$ cat config.mk
export PLATFORM = sky130hd
export DESIGN_NAME = mts_out
export DESIGN_NICKNAME = d
export VERILOG_FILES = /design/src/assert_macros.svh /design/src/mts_pkg.sv /design/src/mts_out.sv
export SDC_FILE = /design/constraint.sdc
export NUM_CORES = 1
export LEC_CHECK = 0
export BUFFER_PORTS_ARGS = -buffer_cell sky130_fd_sc_hd__buf_2
export CORE_MARGIN = 2
export CORE_UTILIZATION = 37
export DETAILED_ROUTE_END_ITERATION = 12
export PLACE_DENSITY_LB_ADDON = 0.08
export REMOVE_ABC_BUFFERS = 1
export SKIP_LAST_GASP = 1
export SLEW_MARGIN = 5
export SYNTH_ARGS = -nofsm -noshare
export SYNTH_HDL_FRONTEND = slang
export SYNTH_SLANG_ARGS = --single-unit
$ cat constraint.sdc
create_clock -name clk -period 1.3 [get_ports clk]
set_input_delay 0.065 -clock clk [delete_from_list [all_inputs] [get_ports clk]]
set_output_delay 0.065 -clock clk [all_outputs]
set_load 0.03 [all_outputs]
$ cat src/assert_macros.svh
// ----------------------------------------------------------------------------
// assert_macros.svh
// Concurrent assertion helpers, empty when SYNTHESIS is defined
// ----------------------------------------------------------------------------
`ifndef ASSERT_MACROS_SVH
`define ASSERT_MACROS_SVH

`ifndef SYNTHESIS

// plain property, checked on every rising edge outside reset
`define MTS_ASSERT(lbl, clk, rst_n, prop) \
  lbl: assert property (@(posedge clk) disable iff (!rst_n) prop) \
    else $error("%m: assertion failed");

// overlapping implication
`define MTS_ASSERT_IMPL(lbl, clk, rst_n, ante, cons) \
  lbl: assert property (@(posedge clk) disable iff (!rst_n) (ante) |-> (cons)) \
    else $error("%m: assertion failed");

`else

`define MTS_ASSERT(lbl, clk, rst_n, prop)
`define MTS_ASSERT_IMPL(lbl, clk, rst_n, ante, cons)

`endif

`endif

$ cat src/mts_pkg.sv
// ----------------------------------------------------------------------------
// mts_pkg
// Shared constants and types of the min tracking stack
// ----------------------------------------------------------------------------
`default_nettype none

package mts_pkg;

  localparam int STACK_DEPTH = 1024;
  localparam int DATA_W      = 32;
  localparam int ADDR_W      = $clog2(STACK_DEPTH);
  localparam int CNT_W       = ADDR_W + 1;

  typedef logic [CNT_W-1:0]  cnt_t;
  typedef logic [ADDR_W-1:0] addr_t;
  typedef logic [DATA_W-1:0] data_t;

  localparam cnt_t FULL_COUNT = cnt_t'(STACK_DEPTH);

  localparam logic MODE_PUSH = 1'b0;
  localparam logic MODE_POP  = 1'b1;

  typedef enum logic [1:0] {
    ST_OK    = 2'd0,
    ST_FULL  = 2'd1,
    ST_EMPTY = 2'd2
  } status_t;

  typedef struct packed {
    logic signed [DATA_W-1:0] top_value;
    logic signed [DATA_W-1:0] min_value;
    logic                     is_empty;
    status_t                  status;
  } res_t;

  typedef struct packed {
    logic  we;
    logic  re;
    addr_t addr;
    data_t wdata;
  } ram_req_t;

endpackage

`default_nettype wire

$ cat src/mts_out.sv
// ----------------------------------------------------------------------------
// mts_out
// Result register between the stack control and the result channel
// ----------------------------------------------------------------------------
`default_nettype none

module mts_out (
  input  wire logic          clk,
  input  wire logic          rst_n,
  input  wire logic          res_valid,
  output logic               res_ready,
  input  wire mts_pkg::res_t res,
  output logic               out_valid,
  input  wire logic          out_ready,
  output mts_pkg::res_t      out_res
);

  logic          valid_r;
  mts_pkg::res_t data_r;

  // free when empty or being drained in this cycle
  assign res_ready = !valid_r || out_ready;

  always_ff @(posedge clk) begin
    if (!rst_n) begin
      valid_r <= 1'b0;
    end else if (res_ready) begin
      valid_r <= res_valid;
    end
  end

  always_ff @(posedge clk) begin
    if (res_ready && res_valid) begin
      data_r <= res;
    end
  end

  assign out_valid = valid_r;
  assign out_res   = data_r;

endmodule

`default_nettype wire

Word-level counts from Yosys, hierarchy flattened
Cells that the tools add are included.
{ "totals": {"reg_bits": 68, "wordCells": 8} }
{ "op_classes": {"reduce_logical": 3} }
{ "op_table": {"columns": ["op", "count"], "rows": [
  ["logical AND 1 bit", 1],
  ["logical NOT 1 bit", 1],
  ["logical OR 1 bit", 1]
]} }

Logic depth before layout (Yosys ltp)
Gate-level depths: netlist of the first run.
{ "depth": {"word_depth": 3, "ltp_mapped": 2, "depth_no_buf": 2} }

Worst setup path before layout of the first run
No wires, ideal clock.
{ "synth_timing": {"kind": "register -> register", "startpoint": "reg valid_r, in the netlist out_valid", "endpoint": "reg data_r, in the netlist out_res[0], enable pin", "setup_ns": 0.378, "t_arrival_ns": 1.188, "required_time_ns": 0.922, "slack_ns": -0.266, "stages_incl_launch_ff": 3, "path_buffers": 0, "synth_period_minus_slack_ns": 1.566, "path_cell_list": "dfxtp_1 > nand2b_4 > and2_4"} }
{ "synth_via": {"elab_chain_len": 3} }
{ "synth_rtl": {"columns": ["element", "line", "text"], "rows": [
  ["start: declaration", "mts_out.sv:18", "logic valid_r;"],
  ["start signal: assignment", "mts_out.sv:28", "valid_r <= res_valid;"],
  ["logical NOT 1 bit", "mts_out.sv:22", "assign res_ready = !valid_r || out_ready;"],
  ["logical OR 1 bit", "mts_out.sv:22", null],
  ["named net res_ready", "mts_out.sv:11", "output logic res_ready,"],
  ["logical AND 1 bit", "mts_out.sv:33", "if (res_ready && res_valid) begin"],
  ["end signal: assignment", "mts_out.sv:34", "data_r <= res;"],
  ["end: declaration", "mts_out.sv:19", "mts_pkg::res_t data_r;"]
]} }
The timed path passes the listed nets, and every way through them passes these cells.
A chain may end at the register's enable or synchronous reset.

Worst setup path after layout of the first run
{ "layout_timing": {"startpoint": "in rst_n", "endpoint": "reg valid_r, in the netlist out_valid"} }
{ "layout_lines": {"columns": ["element", "line", "text"], "rows": [
  ["start: declaration", "mts_out.sv:9", "input wire logic rst_n,"]
]} }
No word-level cell between the ends.

==> results of run 1 <==
stage by stage:
step | hold slack (ns) | cell area, um2 | std cells | utilization
floorplan | 0.164 | 2070 | 72 | -
global placement | 0.242 | 2920 | 286 | 0.536
detailed placement | 0.243 | 2920 | 286 | 0.536
CTS | 0.187 | 3760 | 370 | 0.691
global route | 0.198 | 3760 | 370 | 0.691
finish | 0.202 | 3760 | 370 | 0.691
critical path: cells and delay by family:
| family | cells | cell delay (ns) |
|---|---|---|
| buffers and inverters | 3 | 1.20 |
| AO/OA/AOI/OAI | 1 | 0.15 |
worst max path at each step:
| stage | end | slack [ns] | cells after the start |
|---|---|---|---|
| after floorplan | out_res[0] | -0.27 | 2 |
| after global placement | out_res[26] | 0.20 | 3 |
| after detailed placement | out_res[26] | 0.17 | 3 |
| after CTS | out_valid | 0.13 | 4 |
| after global routing | out_valid | 0.07 | 3 |
| final | out_valid | 0.09 | 4 |
layout make-up:
cell class              count  area (um2)  share of cell area
repair buffers            211        1450               0.385
clock buffers              12         135              0.0360
multi-input cells           3        33.8             0.00899
well taps                  72        90.1              0.0240
clock inverters             3        15.0             0.00400
inverters                   1        3.75            0.000999
flip-flops and latches     68        2030               0.541
kinds of logic after synthesis:
kind of cell,after synthesis
AOI/OAI and AO/OA,1
and+or+nand+nor,2
buffers and inverters,1
DFF,68
power breakdown:
group | internal (mW) | switching (mW)
combinational | 0.319 | 0.413
clock | 0.670 | 0.658
sequential | 2.56 | 0.0306
per-layer routing:
| layer | up-vias | GRT usage | share of wire |
|---|---|---|---|
| li1 | 731 | - | - |
| met1 | 722 | 0.154 | 0.35 |
| met2 | 84 | 0.313 | 0.55 |
| met3 | 11 | 0.0409 | 0.072 |
| met4 | 0 | 0.104 | 0.023 |
| met5 | - | 0 | 0 |
synthesized netlist by cell type:
cell,n,area share
edfxtp_1,67,0.97
a21boi_2,1,0.0054
and2_4,1,0.0042
dfxtp_1,1,0.0097
inv_1,1,0.0018
nand2b_4,1,0.0066
state kept, by name, indices dropped and copies added (netlist names):
register   flops
out_valid      1
out_res       67
==> results.cfg, run 1 <==
[timing]
period_needed_ns = 1.21
finalClockSkew_ns = 0.00977
hold_viol_final = 0
max_clock_freq_ghz = 0.826
setup_viol = 0
worst_pin_slew_ns = 0.171
tns_ns = 0
slew_headroom = 0.887
post-route-period-util = 0.932
grt_setup_unrepaired = false
drv_slew = 0
worst_slack_ns = 0.0888

[cells_and_area]
drive_gt1_frac = 0.520
layout_commonest_cell = buf_2
nFillCells = 383
antenna_cells = 0
fin_nets = 365
syn2layout_area_growth_pct = 81.5
most-common-layout-cells = buf_2 (139), dlygate4sd3_1 (69), edfxtp_1 (67)

[route]
ant_nets = 0
vias_per_cell = 4.18
dr_total_vias = 1548
drcViolationCount = 0
routedWlPerCell_um = 13.7
drt-initial-drc-count = 46
first_pass_iters = 4
routed_wl_mm = 5.07

[synthesis]
synth_cell_types = 6
synth-xor-area-share = 0
netlist_area_um2 = 2070
synthAdderAreaFrac = 0
synth.area.mux_share = 0
synth_seq_cells = 68
syn_area_per_cell_um2 = 28.7
synth-compound-area-share = 0.00544
syn_inst = 72
synth_top_family_by_area = simple AND/OR/NAND/NOR gates
ys.warnings.count = 0
yosys.area_share.simple = 0.0109
yosysSeqAreaShare = 0.982

[worst_setup_path]
critPathLaunch = rst_n
arrival_ns = 1.41
worstPathCellList = dlygate4sd3_1, buf_2, a21boi_2, dlygate4sd3_1
cpMostUsedCell = dlygate4sd3_1
start_kind = primary input
regToRegEndpoint = out_valid
rr_worst_depth = 3
cpMaxStageDelayCell = dlygate4sd3_1
rrSetupSlack_ns = 0.10
crit_path_end_kind = register
cp_max_fo = 1
critPathKind = in -> reg
timing.rr.start = out_valid
slowest_delay_ns = 0.55
cp.required_ns = 1.50

[placement]
globalplace.congestion = 0.678
dp_slack_ns = 0.175
portBuffers = 139
post-dp-hpwl_mm = 3.18

[clock_tree]
post_cts_resized = 0
cts_max_path_buffers = 2
clk_pin_slew_ns = 0.06
cts_hold_buf = 69
cts_buffers = 9
cts_tree = done
postCtsSetupRepairBufs = 0
insertion_delay_ns = 0.32
htreeDepth = 3
numClockSinks = 68
clockRootBuffer = clkbuf_8

[min_path]
min_from = res_valid
hp-class = in -> reg
holdPathEnd = out_res[20]
holdPathStages = 2

[floorplan]
initial_utilization = 0.380
coreArea_um2 = 5440
die-area_um2 = 6210
rows = 27
die_w_um = 78.8
die_y_um = 78.8
io_pins = 140

[global_routing]
grt_pass1_wl_mm = 7.30
track_usage = 0.164
grt_overflow = 0
grt_max_degree = 23
grt_pass1_vias = 1620
antenna_found_initial = 0

[pwr]
power.density_nw_per_um2 = 1240
ir_worst_vdd_uv = 815
cellLeakagePower_nw = 1.61
total_power_mw = 4.65

[status]
status = finished, final reports clean

[run]
cap_violations = 0
No activity file was read; power rests on OpenSTA's default activity.
==> run 2: changes to the inputs <==
--- a/config.mk
+++ b/config.mk
@@ -9,6 +9,7 @@
 export CORE_MARGIN = 2
 export CORE_UTILIZATION = 37
 export DETAILED_ROUTE_END_ITERATION = 12
+export MAX_ROUTING_LAYER = met4
 export PLACE_DENSITY_LB_ADDON = 0.08
 export REMOVE_ABC_BUFFERS = 1
 export SKIP_LAST_GASP = 1
==> results.cfg, run 2 (same netlist as run 1, synthesis figures left out) <==
[worst_setup_path]
cp.required_ns = 1.50
critPathKind = in -> reg
start_kind = primary input
arrival_ns = 1.41
crit_path_end_kind = register
cp_max_fo = 1

[floorplan]
rows = 27
die-area_um2 = 6210
initial_utilization = 0.380
coreArea_um2 = 5440
die_y_um = 78.8
die_w_um = 78.8
io_pins = 140

[global_routing]
grt_pass1_wl_mm = 7.29
grt_max_degree = 23
track_usage = 0.169
antenna_found_initial = 0
grt_pass1_vias = 1621
grt_overflow = 0

[timing]
hold_viol_final = 0
max_clock_freq_ghz = 0.824
slew_headroom = 0.887
drv_slew = 0
finalClockSkew_ns = 0.00997
setup_viol = 0
tns_ns = 0
grt_setup_unrepaired = false
period_needed_ns = 1.21
worst_pin_slew_ns = 0.171
post-route-period-util = 0.934

[pwr]
pwr-share-clk = 0.285
p_int_mw = 3.55
p_sw_frac = 0.236
ir_worst_vdd_uv = 814
cellLeakagePower_nw = 1.61
power_switching_mw = 1.10
pwr-share-comb = 0.157
p_seq_frac = 0.558
power.density_nw_per_um2 = 1240
total_power_mw = 4.65

[route]
first_pass_iters = 4
routedWlPerCell_um = 13.7
routed_wl_mm = 5.06
drcViolationCount = 0
ant_nets = 0
vias_per_cell = 4.19
dr_total_vias = 1550
drt-initial-drc-count = 61

[clock_tree]
cts_buffers = 9
cts_max_path_buffers = 2
insertion_delay_ns = 0.32
numClockSinks = 68
clockRootBuffer = clkbuf_8
cts_tree = done
postCtsSetupRepairBufs = 0
post_cts_resized = 0
htreeDepth = 3
clk_pin_slew_ns = 0.06

[placement]
globalplace.congestion = 0.684
portBuffers = 139
post-dp-hpwl_mm = 3.18

[run]
cap_violations = 0

[cells_and_area]
largest_reg_flops = 67
nFillCells = 383
syn2layout_area_growth_pct = 81.5
fin_nets = 365
antenna_cells = 0
multi_input_area_um2 = 33.8
regArea_um2 = 2030
most-common-layout-cells = buf_2 (139), dlygate4sd3_1 (69), edfxtp_1 (67)
drive_gt1_frac = 0.520
layout_commonest_cell = buf_2

[min_path]
hp-class = in -> reg

[status]
status = finished, final reports clean
[run 2: cell counts in the layout (fill, tap and decap cells not counted)]
No cell type changed its count.
[run 2: power groups by stage]
stage                     Combinational, mW  Clock (mW)  Sequential, mW
after floorplan                      0.0494           0            2.90
after global placement                0.558           0            2.63
after CTS                             0.729        1.38            2.59
final                                 0.732        1.33            2.59
after global routing                  0.771        1.46            2.60
after detailed placement              0.568           0            2.64
[run 2: cell type report]
| class | count | share of cell area |
|---|---|---|
| timing repair buffer | 211 | 0.385 |
| sequential | 68 | 0.541 |
| multi-input combinational | 3 | 0.00899 |
| clock buffer | 12 | 0.0360 |
| clock inverter | 3 | 0.00400 |
| tap | 72 | 0.0240 |
| inverter | 1 | 0.000999 |
[run 2: layer usage]
| layer | GRT usage | vias up | part of all wire |
|---|---|---|---|
| met5 | - | - | 0 |
| met4 | 0.104 | 0 | 0.020 |
| met3 | 0.0341 | 10 | 0.061 |
| met2 | 0.313 | 82 | 0.56 |
| met1 | 0.159 | 727 | 0.36 |
| li1 | - | 731 | - |
[run 2: worst paths after layout]
kind / slack [ns] / end / depth (start not counted) / from
worst min-delay path: 0.20 / out_res[20] / 2 / res_valid
worst max-delay path: 0.09 / out_valid / 4 / rst_n
worst max register to register: 0.10 / out_valid / 3 / out_valid
worst min register to register: 0.79 / out_res[20] / 2 / out_valid
[run 2: stage by stage]
stage                      util  worst slack (ns)  area (um2)  instances  hold slack [ns]
after CTS                 0.691             0.134        3760        370            0.187
final                     0.691            0.0860        3760        370            0.204
after global routing      0.691            0.0736        3760        370            0.198
after floorplan               -            -0.266        2070         72            0.164
after detailed placement  0.536             0.175        2920        286            0.243
after global placement    0.536             0.199        2920        286            0.242
[run 2: critical path, stage by stage]
cell	delay (ns)
dlygate4sd3_1	0.53
buf_2	0.12
a21boi_2	0.15
dlygate4sd3_1	0.55
[run 2: what timing repair did]
| action | CTS | global route |
|---|---|---|
| hold buffers | 69 | 0 |
| setup endpoints to repair | 0 | 0 |
| endpoints found under the hold margin | 68 | 0 |
