[src/assert_macros.svh]
// ----------------------------------------------------------------------------
// assert_macros.svh
// Concurrent assertion helpers, empty when SYNTHESIS is defined
// ----------------------------------------------------------------------------
`ifndef ASSERT_MACROS_SVH
`define ASSERT_MACROS_SVH

`ifndef SYNTHESIS

// plain property, checked on every rising edge outside reset
`define MTS_ASSERT(lbl, clk, rst_n, prop) \
  lbl: assert property (@(posedge clk) disable iff (!rst_n) prop) \
    else $error("%m: assertion failed");

// overlapping implication
`define MTS_ASSERT_IMPL(lbl, clk, rst_n, ante, cons) \
  lbl: assert property (@(posedge clk) disable iff (!rst_n) (ante) |-> (cons)) \
    else $error("%m: assertion failed");

`else

`define MTS_ASSERT(lbl, clk, rst_n, prop)
`define MTS_ASSERT_IMPL(lbl, clk, rst_n, ante, cons)

`endif

`endif

[src/mts_pkg.sv]
// ----------------------------------------------------------------------------
// mts_pkg
// Shared constants and types of the min tracking stack
// ----------------------------------------------------------------------------
`default_nettype none

package mts_pkg;

  localparam int STACK_DEPTH = 1024;
  localparam int DATA_W      = 32;
  localparam int ADDR_W      = $clog2(STACK_DEPTH);
  localparam int CNT_W       = ADDR_W + 1;

  typedef logic [CNT_W-1:0]  cnt_t;
  typedef logic [ADDR_W-1:0] addr_t;
  typedef logic [DATA_W-1:0] data_t;

  localparam cnt_t FULL_COUNT = cnt_t'(STACK_DEPTH);

  localparam logic MODE_PUSH = 1'b0;
  localparam logic MODE_POP  = 1'b1;

  typedef enum logic [1:0] {
    ST_OK    = 2'd0,
    ST_FULL  = 2'd1,
    ST_EMPTY = 2'd2
  } status_t;

  typedef struct packed {
    logic signed [DATA_W-1:0] top_value;
    logic signed [DATA_W-1:0] min_value;
    logic                     is_empty;
    status_t                  status;
  } res_t;

  typedef struct packed {
    logic  we;
    logic  re;
    addr_t addr;
    data_t wdata;
  } ram_req_t;

endpackage

`default_nettype wire

[src/mts_ctrl.sv]
// ----------------------------------------------------------------------------
// mts_ctrl
// Stack control: counters, cached tops and access sequencing of both stores
// ----------------------------------------------------------------------------
`default_nettype none

module mts_ctrl (
  input  wire logic                clk,
  input  wire logic                rst_n,
  input  wire logic                in_valid,
  output logic                     in_ready,
  input  wire logic                in_mode,
  input  wire logic signed [31:0]  in_value,
  output logic                     res_valid,
  input  wire logic                res_ready,
  output mts_pkg::res_t            res,
  output mts_pkg::ram_req_t        vram_req,
  input  wire mts_pkg::data_t      vram_rdata,
  output mts_pkg::ram_req_t        mram_req,
  input  wire mts_pkg::data_t      mram_rdata
);

  typedef enum logic {
    S_IDLE,
    S_FIN
  } state_t;

  state_t               state_r,  state_nxt;
  mts_pkg::cnt_t        fill_r,   fill_nxt;
  mts_pkg::cnt_t        minc_r,   minc_nxt;
  mts_pkg::data_t       top_r,    top_nxt;
  mts_pkg::data_t       min_r,    min_nxt;
  mts_pkg::status_t     status_r, status_nxt;
  logic                 pop_r,    pop_nxt;
  logic                 popmin_r, popmin_nxt;

  mts_pkg::data_t       cur_top;
  mts_pkg::data_t       cur_min;
  logic                 empty;

  always_comb begin
    state_nxt  = state_r;
    fill_nxt   = fill_r;
    minc_nxt   = minc_r;
    top_nxt    = top_r;
    min_nxt    = min_r;
    status_nxt = status_r;
    pop_nxt    = pop_r;
    popmin_nxt = popmin_r;
    vram_req   = '0;
    mram_req   = '0;

    case (state_r)
      S_IDLE: begin
        if (in_valid) begin
          state_nxt  = S_FIN;
          status_nxt = mts_pkg::ST_OK;
          pop_nxt    = 1'b0;
          popmin_nxt = 1'b0;
          if (in_mode == mts_pkg::MODE_PUSH) begin
            if (fill_r == mts_pkg::FULL_COUNT) begin
              status_nxt = mts_pkg::ST_FULL;
            end else begin
              vram_req.we    = 1'b1;
              vram_req.addr  = fill_r[mts_pkg::ADDR_W-1:0];
              vram_req.wdata = in_value;
              fill_nxt       = fill_r + mts_pkg::cnt_t'(1);
              top_nxt        = in_value;
              if (minc_r == '0 || in_value <= $signed(min_r)) begin
                mram_req.we    = 1'b1;
                mram_req.addr  = minc_r[mts_pkg::ADDR_W-1:0];
                mram_req.wdata = in_value;
                minc_nxt       = minc_r + mts_pkg::cnt_t'(1);
                min_nxt        = in_value;
              end
            end
          end else begin
            if (fill_r == '0) begin
              status_nxt = mts_pkg::ST_EMPTY;
            end else begin
              // fetch the entry that becomes the new top
              fill_nxt      = fill_r - mts_pkg::cnt_t'(1);
              pop_nxt       = 1'b1;
              vram_req.re   = 1'b1;
              vram_req.addr = mts_pkg::addr_t'(fill_r - mts_pkg::cnt_t'(2));
              if (minc_r != '0 && top_r == min_r) begin
                popmin_nxt    = 1'b1;
                minc_nxt      = minc_r - mts_pkg::cnt_t'(1);
                mram_req.re   = 1'b1;
                mram_req.addr = mts_pkg::addr_t'(minc_r - mts_pkg::cnt_t'(2));
              end
            end
          end
        end
      end
      S_FIN: begin
        if (res_ready) begin
          state_nxt = S_IDLE;
          top_nxt   = cur_top;
          min_nxt   = cur_min;
        end
      end
      default: begin
        state_nxt = S_IDLE;
      end
    endcase
  end

  // read data only matters when this op popped the matching stack
  assign cur_top = pop_r    ? vram_rdata : top_r;
  assign cur_min = popmin_r ? mram_rdata : min_r;
  assign empty   = (fill_r == '0);

  always_comb begin
    res.top_value = empty ? '0 : cur_top;
    res.min_value = (empty || minc_r == '0) ? '0 : cur_min;
    res.is_empty  = empty;
    res.status    = status_r;
  end

  assign in_ready  = (state_r == S_IDLE);
  assign res_valid = (state_r == S_FIN);

  always_ff @(posedge clk) begin
    if (!rst_n) begin
      state_r <= S_IDLE;
      fill_r  <= '0;
      minc_r  <= '0;
    end else begin
      state_r <= state_nxt;
      fill_r  <= fill_nxt;
      minc_r  <= minc_nxt;
    end
    top_r    <= top_nxt;
    min_r    <= min_nxt;
    status_r <= status_nxt;
    pop_r    <= pop_nxt;
    popmin_r <= popmin_nxt;
  end

endmodule

`default_nettype wire

[config.mk]
export PLATFORM = sky130hd
export DESIGN_NAME = mts_ctrl
export DESIGN_NICKNAME = d
export VERILOG_FILES = /design/src/assert_macros.svh /design/src/mts_pkg.sv /design/src/mts_ctrl.sv
export SDC_FILE = /design/constraint.sdc
export NUM_CORES = 1
export LEC_CHECK = 0
export BUFFER_PORTS_ARGS = -buffer_cell sky130_fd_sc_hd__buf_2
export CAP_MARGIN = 20
export CORE_AREA = 2 2 134 136
export CTS_CLUSTER_DIAMETER = 150
export DETAILED_ROUTE_END_ITERATION = 10
export DIE_AREA = 0 0 136 138
export GPL_ROUTABILITY_DRIVEN = 0
export PLACE_DENSITY = 0.76
export SYNTH_ARGS = -nofsm -noshare
export SYNTH_HDL_FRONTEND = slang
export SYNTH_SLANG_ARGS = --single-unit
[constraint.sdc]
create_clock -name clk -period 8.9 [get_ports clk]
set_input_delay 1.78 -clock clk [delete_from_list [all_inputs] [get_ports clk]]
set_output_delay 1.78 -clock clk [all_outputs]
set_load 0.01 [all_outputs]
* After elaboration in Yosys (flattened, before gate mapping)
Cells that the tools add are included.
** Word-level totals
- Register bits after elaboration :: 91
- Latch bits :: 0
- Bits in writable memories :: 0
- Bits in read-only memories :: 0
- Output and inout bits :: 157
- Word-level logic and storage cells :: 92
- Memories :: 0
** Operators by class
- Add/subtract/negate cells :: 6
- $mul :: 0
- Div/mod/pow operators :: 0
- Order comparisons :: 1
- Equal/unequal tests :: 10
- Shifts and indexed selects :: 0
- Multiplexer cells :: 52
- Bitwise operators :: 2
- Reductions and logical operators :: 13
** Operator list (number)
- $mux W32 :: 15
- $mux W44 :: 4
- $pmux W32 S2 :: 2
- $mux W42 :: 3
- $mux W11 :: 11
- $eq A32 B32 Y1 :: 1
- $le A32 B32 Y1 :: 1
- $add A11 B1 Y11 const B :: 2
- $logic_not A11 Y1 :: 2
- $sub A11 B1 Y11 const B :: 2
- $mux W10 :: 2
- $sub A10 B2 Y10 const B :: 2
- $mux W1 :: 12
- $ne A2 B2 Y1 const B :: 6
- $eq A11 B11 Y1 const B :: 1
- $reduce_bool A11 Y1 :: 1
- $reduce_and A4 Y1 :: 2
- $reduce_and A6 Y1 :: 1
- $reduce_and A5 Y1 :: 1
- $mux W2 :: 2
- $ne A2 B1 Y1 const B :: 2
- $logic_or A1 B1 Y1 :: 2
- $not A1 Y1 :: 2
- $pmux W1 S2 :: 1
- other kinds (4) :: 4

* Logic depth before layout (Yosys ltp)
Gate-level depths: netlist of run 1.
- Word-level depth :: 7
- Mapped depth :: 11

* Worst setup path before layout of run 1
Ideal clock, no wire load.
- Path type :: input port to output port
- Start :: in in_value[7]
- End :: out mram_req[34] in the netlist's numbering
- Data arrival time :: 3.796 ns
- Setup slack :: 3.324 ns
- Stages :: 10
- Buffers on the path :: 1
- Path through :: ha_1 -> a41oi_1 -> o21ai_0 -> a221o_1 -> o31ai_1 -> nand4_1 -> a21oi_4 -> buf_2 -> nand2_1 -> o21ai_1
** RTL lines
- from (decl) :: line mts_ctrl.sv:13 : input wire logic signed [31:0] in_value,
- to (decl) :: line mts_ctrl.sv:19 : output mts_pkg::ram_req_t mram_req,

==> results.yml, run 1 <==
timing:
  relSlewSlack_pct: 33.6
  report.final.setup_viol: 0
  post-route-period-util_pct: 73.3
  final_min_period_ps: 6520
  fin_worst_skew_ps: 11.6
  final_max_slew_viols: 0
  grt_setup_unrepaired: "no"
  max_slew.worst_pin.slew_ps: 996
  final.setup.tns_ps: 0
  report.final.hold_viol_count: 0
  max_freq_mhz: 153
  finalWorstSetupSlack_ps: 2380
die:
  die_w_um: 136
  top_level_ports: 258
  dieHeight_um: 138
  row_count: 49
  initial_core_util_pct: 41.9
  die-area_um2: 18800
  core_region_area_um2: 17500
worst_setup_path:
  crit_path_cell_trace: "buf_2, ha_1, a41oi_1, o21ai_0, a221o_1, o31ai_1, nand4_1, a21oi_4, buf_4, o21ai_0, o31ai_1, buf_2"
  timing.critical_path.buf_inv: 3
  crit_path_top_delay_cell: "sky130_fd_sc_hd__a21oi_4"
  critPathArrivalTime_ps: 4740
  critPathKind: "input pin to output pin"
  worstPathRequired_ps: 7120
  critPathCaptureType: "output pin"
  cp-start-kind: "input pin"
  critPathMaxFanout: 23
  cp_top_delay_family: "compound AO/OA/AOI/OAI gates"
  crit_path_max_incr_delay_ps: 530
cells_and_area:
  finalNetCount: 1232
  ff_latch_area_um2: 2510
  layout_common_cells: "sky130_fd_sc_hd__buf_2, sky130_fd_sc_hd__nor2_1, sky130_fd_sc_hd__a21oi_1"
  multi_input_area_um2: 4500
  area_growth_from_synthesis_to_layout_pct: 24.2
  n_fill_cell: 1709
  final_common_cell: "sky130_fd_sc_hd__buf_2"
  finalCoreUtilization_pct: 52.0
  layout-drive-gt1-share_pct: 27.9
clock_tree:
  cts_tree: "done"
  numCtsBuffers: 9
  post-cts-setup-buffers: 0
  h-tree-depth: 3
  worst_skew_pair.late_latency_ps: 350
  cts-root-buf: "sky130_fd_sc_hd__clkbuf_16"
  max-clock-path-buffers: 2
  cts_resized: 0
  clk_transition_reported_paths_ps: 60
  hold_buffers: 0
  cts.sink_count: 91
run_status:
  outcome: "finished, final reports clean"
logic_synthesis:
  yosys.cell_types.count: 61
  syn_nets: 1003
  ys_ff_latch: 91
  async_reset_ff_share_pct: 0
  yosys_warnings: 0
  syn_area_um2: 7350
  synth_cells: 848
  synth-edff-count: 68
  yosys_most_used_dff: "sky130_fd_sc_hd__edfxtp_1"
  syn_area_per_cell_um2: 8.66
  share_of_synthesized_area_occupied_by_flip_flops_and_latches_pct: 34.1
detailed_routing:
  dr_total_vias: 7010
  drt_wl_total_mm: 24.0
  drt_first_pass_iters: 5
  route.detailed.vias_per_inst: 5.34
  dr.first_iter.drc_count: 399
  postRouteAntennaNets: 0
  wire_length_per_cell_um: 18.3
  drcViolationCount: 0
grt:
  initial_antenna_violation_count: 2
  grt_pass1_vias: 6556
  gr-total-overflow: 0
  grt.total_usage_pct: 24.6
  grt_first_pass_wirelength_mm: 35.9
  grt_max_degree: 56
pwr:
  p_switching_mw: 0.760
  switching_share_pct: 41.1
  pwr-share-clk_pct: 22.5
  combinationalPowerShare_pct: 45.8
  power.sequential.fraction_pct: 31.7
  power_per_cell_area_nw_per_um2: 203
  vdd_ir_drop_max_v: 0.000142
  power.leakage_nw: 4.60
  internal_power_mw: 1.09
place:
  dp.final_hpwl_mm: 17.9
  post-place-ws_ps: 2370
  input_output_buffers: 257
run:
  max_cap_viol_count: 0
hold_path:
  worst_hold_path_type: "flip-flop to flip-flop"
==> synthesized netlist by cell type (all sizes together), types with 3 or more instances <==
cell	number	share of area (%)
xnor2	15	1.8
a21oi	91	6.4
and2	46	3.9
a21o	10	1.0
mux2i	75	10
nor2b	6	0.51
or4	4	0.56
o21ai	30	2.0
nand3	10	0.68
inv	46	2.4
nand2	51	2.6
o41ai	3	0.36
or3	6	0.51
or2	4	0.34
a31oi	6	0.51
nand4	9	0.77
nor2	122	6.6
buf	13	0.97
nor4	11	1.1
nand3b	3	0.31
edfxtp	68	28
ha	52	8.9
clkbuf	33	1.7
xor2	37	4.4
o31ai	4	0.41
and3	35	3.1
nor3	10	0.75
dfxtp	23	6.3
==> worst min-delay path: stages (launching register included) <==
cell,delay [ps]
sky130_fd_sc_hd__dfxtp_1,320
sky130_fd_sc_hd__nand2_1,50
sky130_fd_sc_hd__mux2i_1,50
==> state kept, by name (all words and copies together) (netlist names) <==
register,flops
fill_r,11
minc_r,11
res_valid,1
top_r,32
min_r,32
popmin_r,1
pop_r,1
status_r,2
==> power by group through the flow <==
| stage | combinational (mW) | sequential [mW] | clock (mW) |
|---|---|---|---|
| 3_3_place_gp | 0.834 | 0.593 | 0 |
| 4_1_cts | 0.849 | 0.586 | 0.422 |
| 6_report | 0.848 | 0.587 | 0.416 |
| 5_1_grt | 0.928 | 0.595 | 0.435 |
| 3_5_place_dp | 0.845 | 0.595 | 0 |
| 2_1_floorplan | 0.550 | 0.566 | 0 |
==> final cells by class <==
cell class	count	area share, %
Clock inverter	6	0.987
Antenna cell	2	0.0548
Inverter	46	1.89
Clock buffer	10	2.51
Tap cell	229	3.14
Timing Repair Buffer	264	14.7
Sequential cell	91	27.5
Multi-Input combinational cell	665	49.3
==> metrics by stage <==
step	hold WS, ps	area (um^2)	total power [mW]	std cells
global route	506	9120	1.96	1311
floorplan	440	7350	1.12	848
CTS	481	9120	1.86	1311
finish	478	9130	1.85	1313
global placement	454	8800	1.43	1295
detailed placement	469	8800	1.44	1295
==> final timing paths <==
check	depth (start not counted)	slack, ps	start	endpoint
setup / recovery	12	2380	in_value[7]	mram_req[40]
hold / removal	2	480	minc_r[10]$_SDFFE_PN0P_	minc_r[10]$_SDFFE_PN0P_
setup reg to reg	9	5610	min_r[7]$_DFFE_PP_	min_r[18]$_DFFE_PP_
hold reg to reg	2	480	minc_r[10]$_SDFFE_PN0P_	minc_r[10]$_SDFFE_PN0P_
==> routing by layer <==
| metal | up-vias | part of all wire (%) | global-route usage (%) |
|---|---|---|---|
| met1 | 3257 | 43 | 31.5 |
| met2 | 264 | 49 | 42.6 |
| li1 | 3464 | - | - |
| met4 | 0 | 1.9 | 7.57 |
| met5 | - | 0 | 0 |
| met3 | 25 | 6.2 | 3.74 |
==> cell families after synthesis <==
family          after synthesis  share of synthesized area [%]
flops                        91                           34.1
xor+xnor                     52                           6.20
simple gates                320                           22.1
fa+ha+maj                    54                           9.40
buf+inv                      92                           5.01
compound gates              164                           13.0
mux                          75                           10.2
Power figures use the tool's default switching activity.
==> run 2: changes to the inputs <==
--- a/config.mk
+++ b/config.mk
@@ -12,7 +12,7 @@
 export DETAILED_ROUTE_END_ITERATION = 10
 export DIE_AREA = 0 0 136 138
 export GPL_ROUTABILITY_DRIVEN = 0
-export PLACE_DENSITY = 0.76
+export PLACE_DENSITY = 0.78
 export SYNTH_ARGS = -nofsm -noshare
 export SYNTH_HDL_FRONTEND = slang
 export SYNTH_SLANG_ARGS = --single-unit
==> constraint.sdc (replaced) <==
create_clock -name clk -period 5.5 [get_ports clk]
set_input_delay 1.1 -clock clk [delete_from_list [all_inputs] [get_ports clk]]
set_output_delay 1.1 -clock clk [all_outputs]
set_load 0.01 [all_outputs]
==> run 2 against run 1 <==
Via count up 2.3%; sequential share of layout area decreased by 0.16 points; flip-flop and latch count unchanged; combinational power up 66%; global-route usage rose by 0.79 points; clock skew increased by 0.60 ps; setup slack lost 1900 ps.
==> results.yml, run 2 (synthesis gave the netlist of run 1 again) <==
timing:
  final_min_period_ps: 5030
  post-route-period-util_pct: 91.5
  report.final.setup_viol: 0
  fin_worst_skew_ps: 12.2
  grt_setup_unrepaired: "no"
  final_max_slew_viols: 0
  finalWorstSetupSlack_ps: 469
  relSlewSlack_pct: 29.8
  max_freq_mhz: 199
  max_slew.worst_pin.slew_ps: 1050
  final.setup.tns_ps: 0
  report.final.hold_viol_count: 0
worst_setup_path:
  worstPathRequired_ps: 4400
  critPathCaptureType: "output pin"
  critPathKind: "input pin to output pin"
  critPathArrivalTime_ps: 3930
  critPathMaxFanout: 25
  cp-start-kind: "input pin"
pwr:
  internal_power_mw: 1.82
  power.leakage_nw: 4.65
  power.sequential.fraction_pct: 30.6
  switching_share_pct: 40.4
  combinationalPowerShare_pct: 46.0
  vdd_ir_drop_max_v: 0.000212
  power_per_cell_area_nw_per_um2: 333
  pwr-share-clk_pct: 23.4
  p_switching_mw: 1.23
clock_tree:
  max-clock-path-buffers: 2
  cts.sink_count: 91
  clk_transition_reported_paths_ps: 60
  numCtsBuffers: 9
  post-cts-setup-buffers: 0
  cts-root-buf: "sky130_fd_sc_hd__clkbuf_16"
  cts_tree: "done"
  hold_buffers: 0
  worst_skew_pair.late_latency_ps: 350
  h-tree-depth: 3
  cts_resized: 0
grt:
  grt_first_pass_wirelength_mm: 37.1
  grt_max_degree: 102
  initial_antenna_violation_count: 4
  grt.total_usage_pct: 25.4
  grt_pass1_vias: 6849
  gr-total-overflow: 0
cells_and_area:
  largest_registers: "min_r x32, top_r x32"
  layout_common_cells: "sky130_fd_sc_hd__buf_2, sky130_fd_sc_hd__nor2_1, sky130_fd_sc_hd__a21oi_1"
  finalNetCount: 1235
  final_common_cell: "sky130_fd_sc_hd__buf_2"
  area_growth_from_synthesis_to_layout_pct: 24.9
  layout-drive-gt1-share_pct: 28.0
detailed_routing:
  postRouteAntennaNets: 0
  drt_first_pass_iters: 5
  drcViolationCount: 0
  wire_length_per_cell_um: 18.4
  route.detailed.vias_per_inst: 5.45
  dr_total_vias: 7168
  dr.first_iter.drc_count: 477
  drt_wl_total_mm: 24.2
die:
  core_region_area_um2: 17500
  die-area_um2: 18800
  initial_core_util_pct: 41.9
  row_count: 49
  die_w_um: 136
  dieHeight_um: 138
  top_level_ports: 258
place:
  input_output_buffers: 257
  dp.final_hpwl_mm: 18.1
  post-place-ws_ps: 415
run_status:
  outcome: "finished, final reports clean"
hold_path:
  worst_hold_path_type: "flip-flop to flip-flop"
run:
  max_cap_viol_count: 0
[run 2: layer usage]
layer  track usage [%]  vias to the layer above  routed length (um)
li1                  -                     3467                   -
met1              32.4                     3375               10300
met2              42.6                      271               11600
met3              4.36                       53                1440
met4              10.0                        2                 884
met5                 0                        -                  13
[run 2: layout make-up]
class | instances | area, um^2
Inverter | 46 | 173
Timing Repair Buffer | 267 | 1370
Multi-Input combinational cell | 665 | 4500
Clock buffer | 9 | 225
Tap cell | 229 | 287
Sequential cell | 91 | 2510
Antenna cell | 1 | 2.50
Fill cell | 1649 | 8360
Clock inverter | 7 | 115
[run 2: critical path, stage by stage]
cell and delay [ps]:
sky130_fd_sc_hd__buf_2 120, sky130_fd_sc_hd__ha_1 330, sky130_fd_sc_hd__a41oi_1 220, sky130_fd_sc_hd__o21ai_0 160, sky130_fd_sc_hd__a221o_1 410, sky130_fd_sc_hd__o31ai_1 220, sky130_fd_sc_hd__nand4_1 200, sky130_fd_sc_hd__a21oi_4 620
sky130_fd_sc_hd__buf_4 260, sky130_fd_sc_hd__nor2_8 70, sky130_fd_sc_hd__nor2_1 90, sky130_fd_sc_hd__buf_2 130
[run 2: power groups by stage]
stage	logic, mW	registers (mW)	clock network [mW]
2_1_floorplan	0.890	0.917	0
3_3_place_gp	1.37	0.941	0
3_5_place_dp	1.40	0.946	0
4_1_cts	1.41	0.931	0.722
5_1_grt	1.54	0.944	0.746
6_report	1.41	0.934	0.713
[run 2: worst paths after layout]
path	from	to	slack, ps	cells past startpoint
worst max-delay path	in_value[7]	mram_req[32]	470	12
worst min-delay path	minc_r[10]$_SDFFE_PN0P_	minc_r[10]$_SDFFE_PN0P_	480	2
worst max register to register	min_r[7]$_DFFE_PP_	min_r[29]$_DFFE_PP_	2170	9
worst min register to register	minc_r[10]$_SDFFE_PN0P_	minc_r[10]$_SDFFE_PN0P_	480	2
[run 2: per-stage QoR]
step / hold slack (ps) / area (um^2) / total power [mW] / util [%] / cells
2_1_floorplan: 440 / 7350 / 1.81 / - / 848
3_3_place_gp: 455 / 8840 / 2.31 / 50.4 / 1298
4_1_cts: 473 / 9180 / 3.06 / 52.3 / 1314
3_5_place_dp: 464 / 8840 / 2.35 / 50.4 / 1298
6_report: 480 / 9180 / 3.05 / 52.3 / 1315
5_1_grt: 513 / 9180 / 3.23 / 52.3 / 1315
==> run 3: changes to the inputs <==
--- a/config.mk
+++ b/config.mk
@@ -7,12 +7,12 @@
 export LEC_CHECK = 0
 export BUFFER_PORTS_ARGS = -buffer_cell sky130_fd_sc_hd__buf_2
 export CAP_MARGIN = 20
-export CORE_AREA = 2 2 134 136
+export CORE_AREA = 2 2 129 131
 export CTS_CLUSTER_DIAMETER = 150
 export DETAILED_ROUTE_END_ITERATION = 10
-export DIE_AREA = 0 0 136 138
+export DIE_AREA = 0 0 131 133
 export GPL_ROUTABILITY_DRIVEN = 0
-export PLACE_DENSITY = 0.78
+export PLACE_DENSITY = 0.83
 export SYNTH_ARGS = -nofsm -noshare
 export SYNTH_HDL_FRONTEND = slang
 export SYNTH_SLANG_ARGS = --single-unit
==> run 3 against run 2 <==
Wire length rose by 0.24%; final cell count shrank 0.53%; clock skew decreased by 2.6 ps; power decreased by 1.5%; count of clock-buffer cells in the layout rose by 7; critical path depth is the same; setup slack worse by 94 ps; critical path type unchanged; flip-flop and latch count is the same; cell area fell by 0.35%; largest cell class unchanged; non-clock buffer count grew 2.
==> results.yml, run 3 (synthesis gave the netlist of run 1 again) <==
pwr:
  p_switching_mw: 1.24
  internal_power_mw: 1.77
  total_power_mw: 3.01
  power.leakage_nw: 4.64
  combinationalPowerShare_pct: 46.7
  vdd_ir_drop_max_v: 0.000191
  pwr-share-clk_pct: 22.0
  power_per_cell_area_nw_per_um2: 329
  power.sequential.fraction_pct: 31.3
  switching_share_pct: 41.2
detailed_routing:
  postRouteAntennaNets: 0
  highest_layer: "met4"
  drt_first_pass_iters: 5
  dr_wl_met2_mm: 11.4
  drt_wl_total_mm: 24.3
  met1Wirelength_mm: 10.2
  drcViolationCount: 0
  dr.first_iter.drc_count: 489
  wl_met3_mm: 1.82
  wire_length_per_cell_um: 18.6
  route.detailed.vias_per_inst: 5.54
  dr_total_vias: 7242
cells_and_area:
  finalCoreUtilization_pct: 56.6
  n_fill_cell: 1460
  final_common_cell: "sky130_fd_sc_hd__buf_2"
  postLayoutCellArea_um2: 9150
  area_growth_from_synthesis_to_layout_pct: 24.5
  layout-drive-gt1-share_pct: 28.1
  largest_registers: "min_r x32, top_r x32"
  finalNetCount: 1237
  layout_common_cells: "sky130_fd_sc_hd__buf_2, sky130_fd_sc_hd__nor2_1, sky130_fd_sc_hd__a21oi_1"
hold_path:
  whs_path_depth: 2
  worst_hold_path_type: "flip-flop to flip-flop"
  worstHoldStart: "minc_r[10]$_SDFFE_PN0P_"
  hold_path_end: "minc_r[10]$_SDFFE_PN0P_"
worst_setup_path:
  crit_path_cell_trace: "buf_2, ha_1, a41oi_1, o21ai_0, a221o_1, o31ai_1, nand4_1, a21oi_4, buf_4, nor2_8, nor2_1, buf_2"
  cp_common_cell: "sky130_fd_sc_hd__buf_2"
  critPathArrivalTime_ps: 4020
  r2r_slack_ps: 2200
  end_of_the_worst_register_to_register_path: "minc_r[10]$_SDFFE_PN0P_"
  critPathCaptureType: "output pin"
  crit_path_top_delay_cell: "sky130_fd_sc_hd__a21oi_4"
  r2r_cells: 11
  worstPathRequired_ps: 4400
  crit_path_max_incr_delay_ps: 540
  critPathMaxFanout: 19
  cp-start-kind: "input pin"
  critPathKind: "input pin to output pin"
  rr_startpoint: "min_r[7]$_DFFE_PP_"
clock_tree:
  clk_transition_reported_paths_ps: 70
  numCtsBuffers: 9
  cts.sink_count: 91
  cts-root-buf: "sky130_fd_sc_hd__clkbuf_16"
  hold_buffers: 0
  post-cts-setup-buffers: 0
  h-tree-depth: 3
  cts_resized: 0
  cts_tree: "done"
  worst_skew_pair.late_latency_ps: 350
  max-clock-path-buffers: 2
timing:
  final_min_period_ps: 5120
  report.final.hold_viol_count: 0
  report.final.setup_viol: 0
  post-route-period-util_pct: 93.2
  max_slew.worst_pin.slew_ps: 1100
  grt_setup_unrepaired: "no"
  fin_worst_skew_ps: 9.64
  final_max_slew_viols: 0
  max_freq_mhz: 195
  final.setup.tns_ps: 0
  relSlewSlack_pct: 26.9
run_status:
  outcome: "finished, final reports clean"
grt:
  initial_antenna_violation_count: 1
  gr-total-overflow: 0
  grt.total_usage_pct: 26.9
  grt_pass1_vias: 6577
  grt_first_pass_wirelength_mm: 35.9
  grt_max_degree: 102
place:
  area_post_placement_um2: 8830
  input_output_buffers: 257
  dp.final_hpwl_mm: 18.0
run:
  max_cap_viol_count: 0
die:
  dieHeight_um: 133
  row_count: 47
  die_w_um: 131
  top_level_ports: 258
  initial_core_util_pct: 45.4
  core_region_area_um2: 16200
  die-area_um2: 17400
-- run 3: changes by cell type in the layout (fill, tap and decap cells not counted), sizes merged --
cell    delta
bufinv     -3
clkinv     -3
buf        +2
inv        -1
clkbuf     +7
-- run 3: worst max-delay path by stage --
stage / end / slack (ps) / cells after the start / startpoint
2_1_floorplan: mram_req[34] / 1280 / 10 / in_value[7]
3_3_place_gp: mram_req[32] / 500 / 12 / in_value[7]
3_5_place_dp: mram_req[32] / 440 / 12 / in_value[7]
4_1_cts: mram_req[32] / 430 / 12 / in_value[7]
5_1_grt: mram_req[32] / 140 / 12 / in_value[7]
6_report: mram_req[32] / 380 / 12 / in_value[7]
-- run 3: critical path: cells and delay by family --
family / cells / cell delay [ps]
adder cells (fa/ha/maj): 1 / 340
AND/OR/NAND/NOR: 3 / 410
buffers and inverters: 3 / 540
AO/OA/AOI/OAI: 5 / 1630
-- run 3: metrics by stage --
step | setup slack (ps) | cells | hold WS [ps]
6_report | 375 | 1308 | 496
3_3_place_gp | 502 | 1291 | 454
4_1_cts | 430 | 1307 | 495
2_1_floorplan | 1280 | 848 | 440
3_5_place_dp | 439 | 1291 | 485
5_1_grt | 135 | 1308 | 554
-- run 3: layer usage --
| layer | global-route usage, % | vias to the layer above |
|---|---|---|
| met5 | 0 | - |
| met4 | 11.8 | 0 |
| met3 | 4.37 | 60 |
| met2 | 43.7 | 343 |
| met1 | 35.2 | 3371 |
| li1 | - | 3468 |
-- run 3: layout make-up --
cell class                      count  area, um^2  share of cell area [%]
Multi-Input combinational cell    665        4500                    49.2
Sequential cell                    91        2510                    27.4
Timing Repair Buffer              269        1380                    15.0
Clock buffer                       16         318                    3.47
Tap cell                          220         275                    3.01
Inverter                           46         173                    1.89
Antenna cell                        1        2.50                  0.0274
-- run 3: power groups by stage --
stage / logic, mW / clock network (mW) / registers [mW]
2_1_floorplan: 0.890 / 0 / 0.917
3_3_place_gp: 1.36 / 0 / 0.948
3_5_place_dp: 1.39 / 0 / 0.953
4_1_cts: 1.39 / 0.667 / 0.939
5_1_grt: 1.54 / 0.690 / 0.952
6_report: 1.40 / 0.662 / 0.941
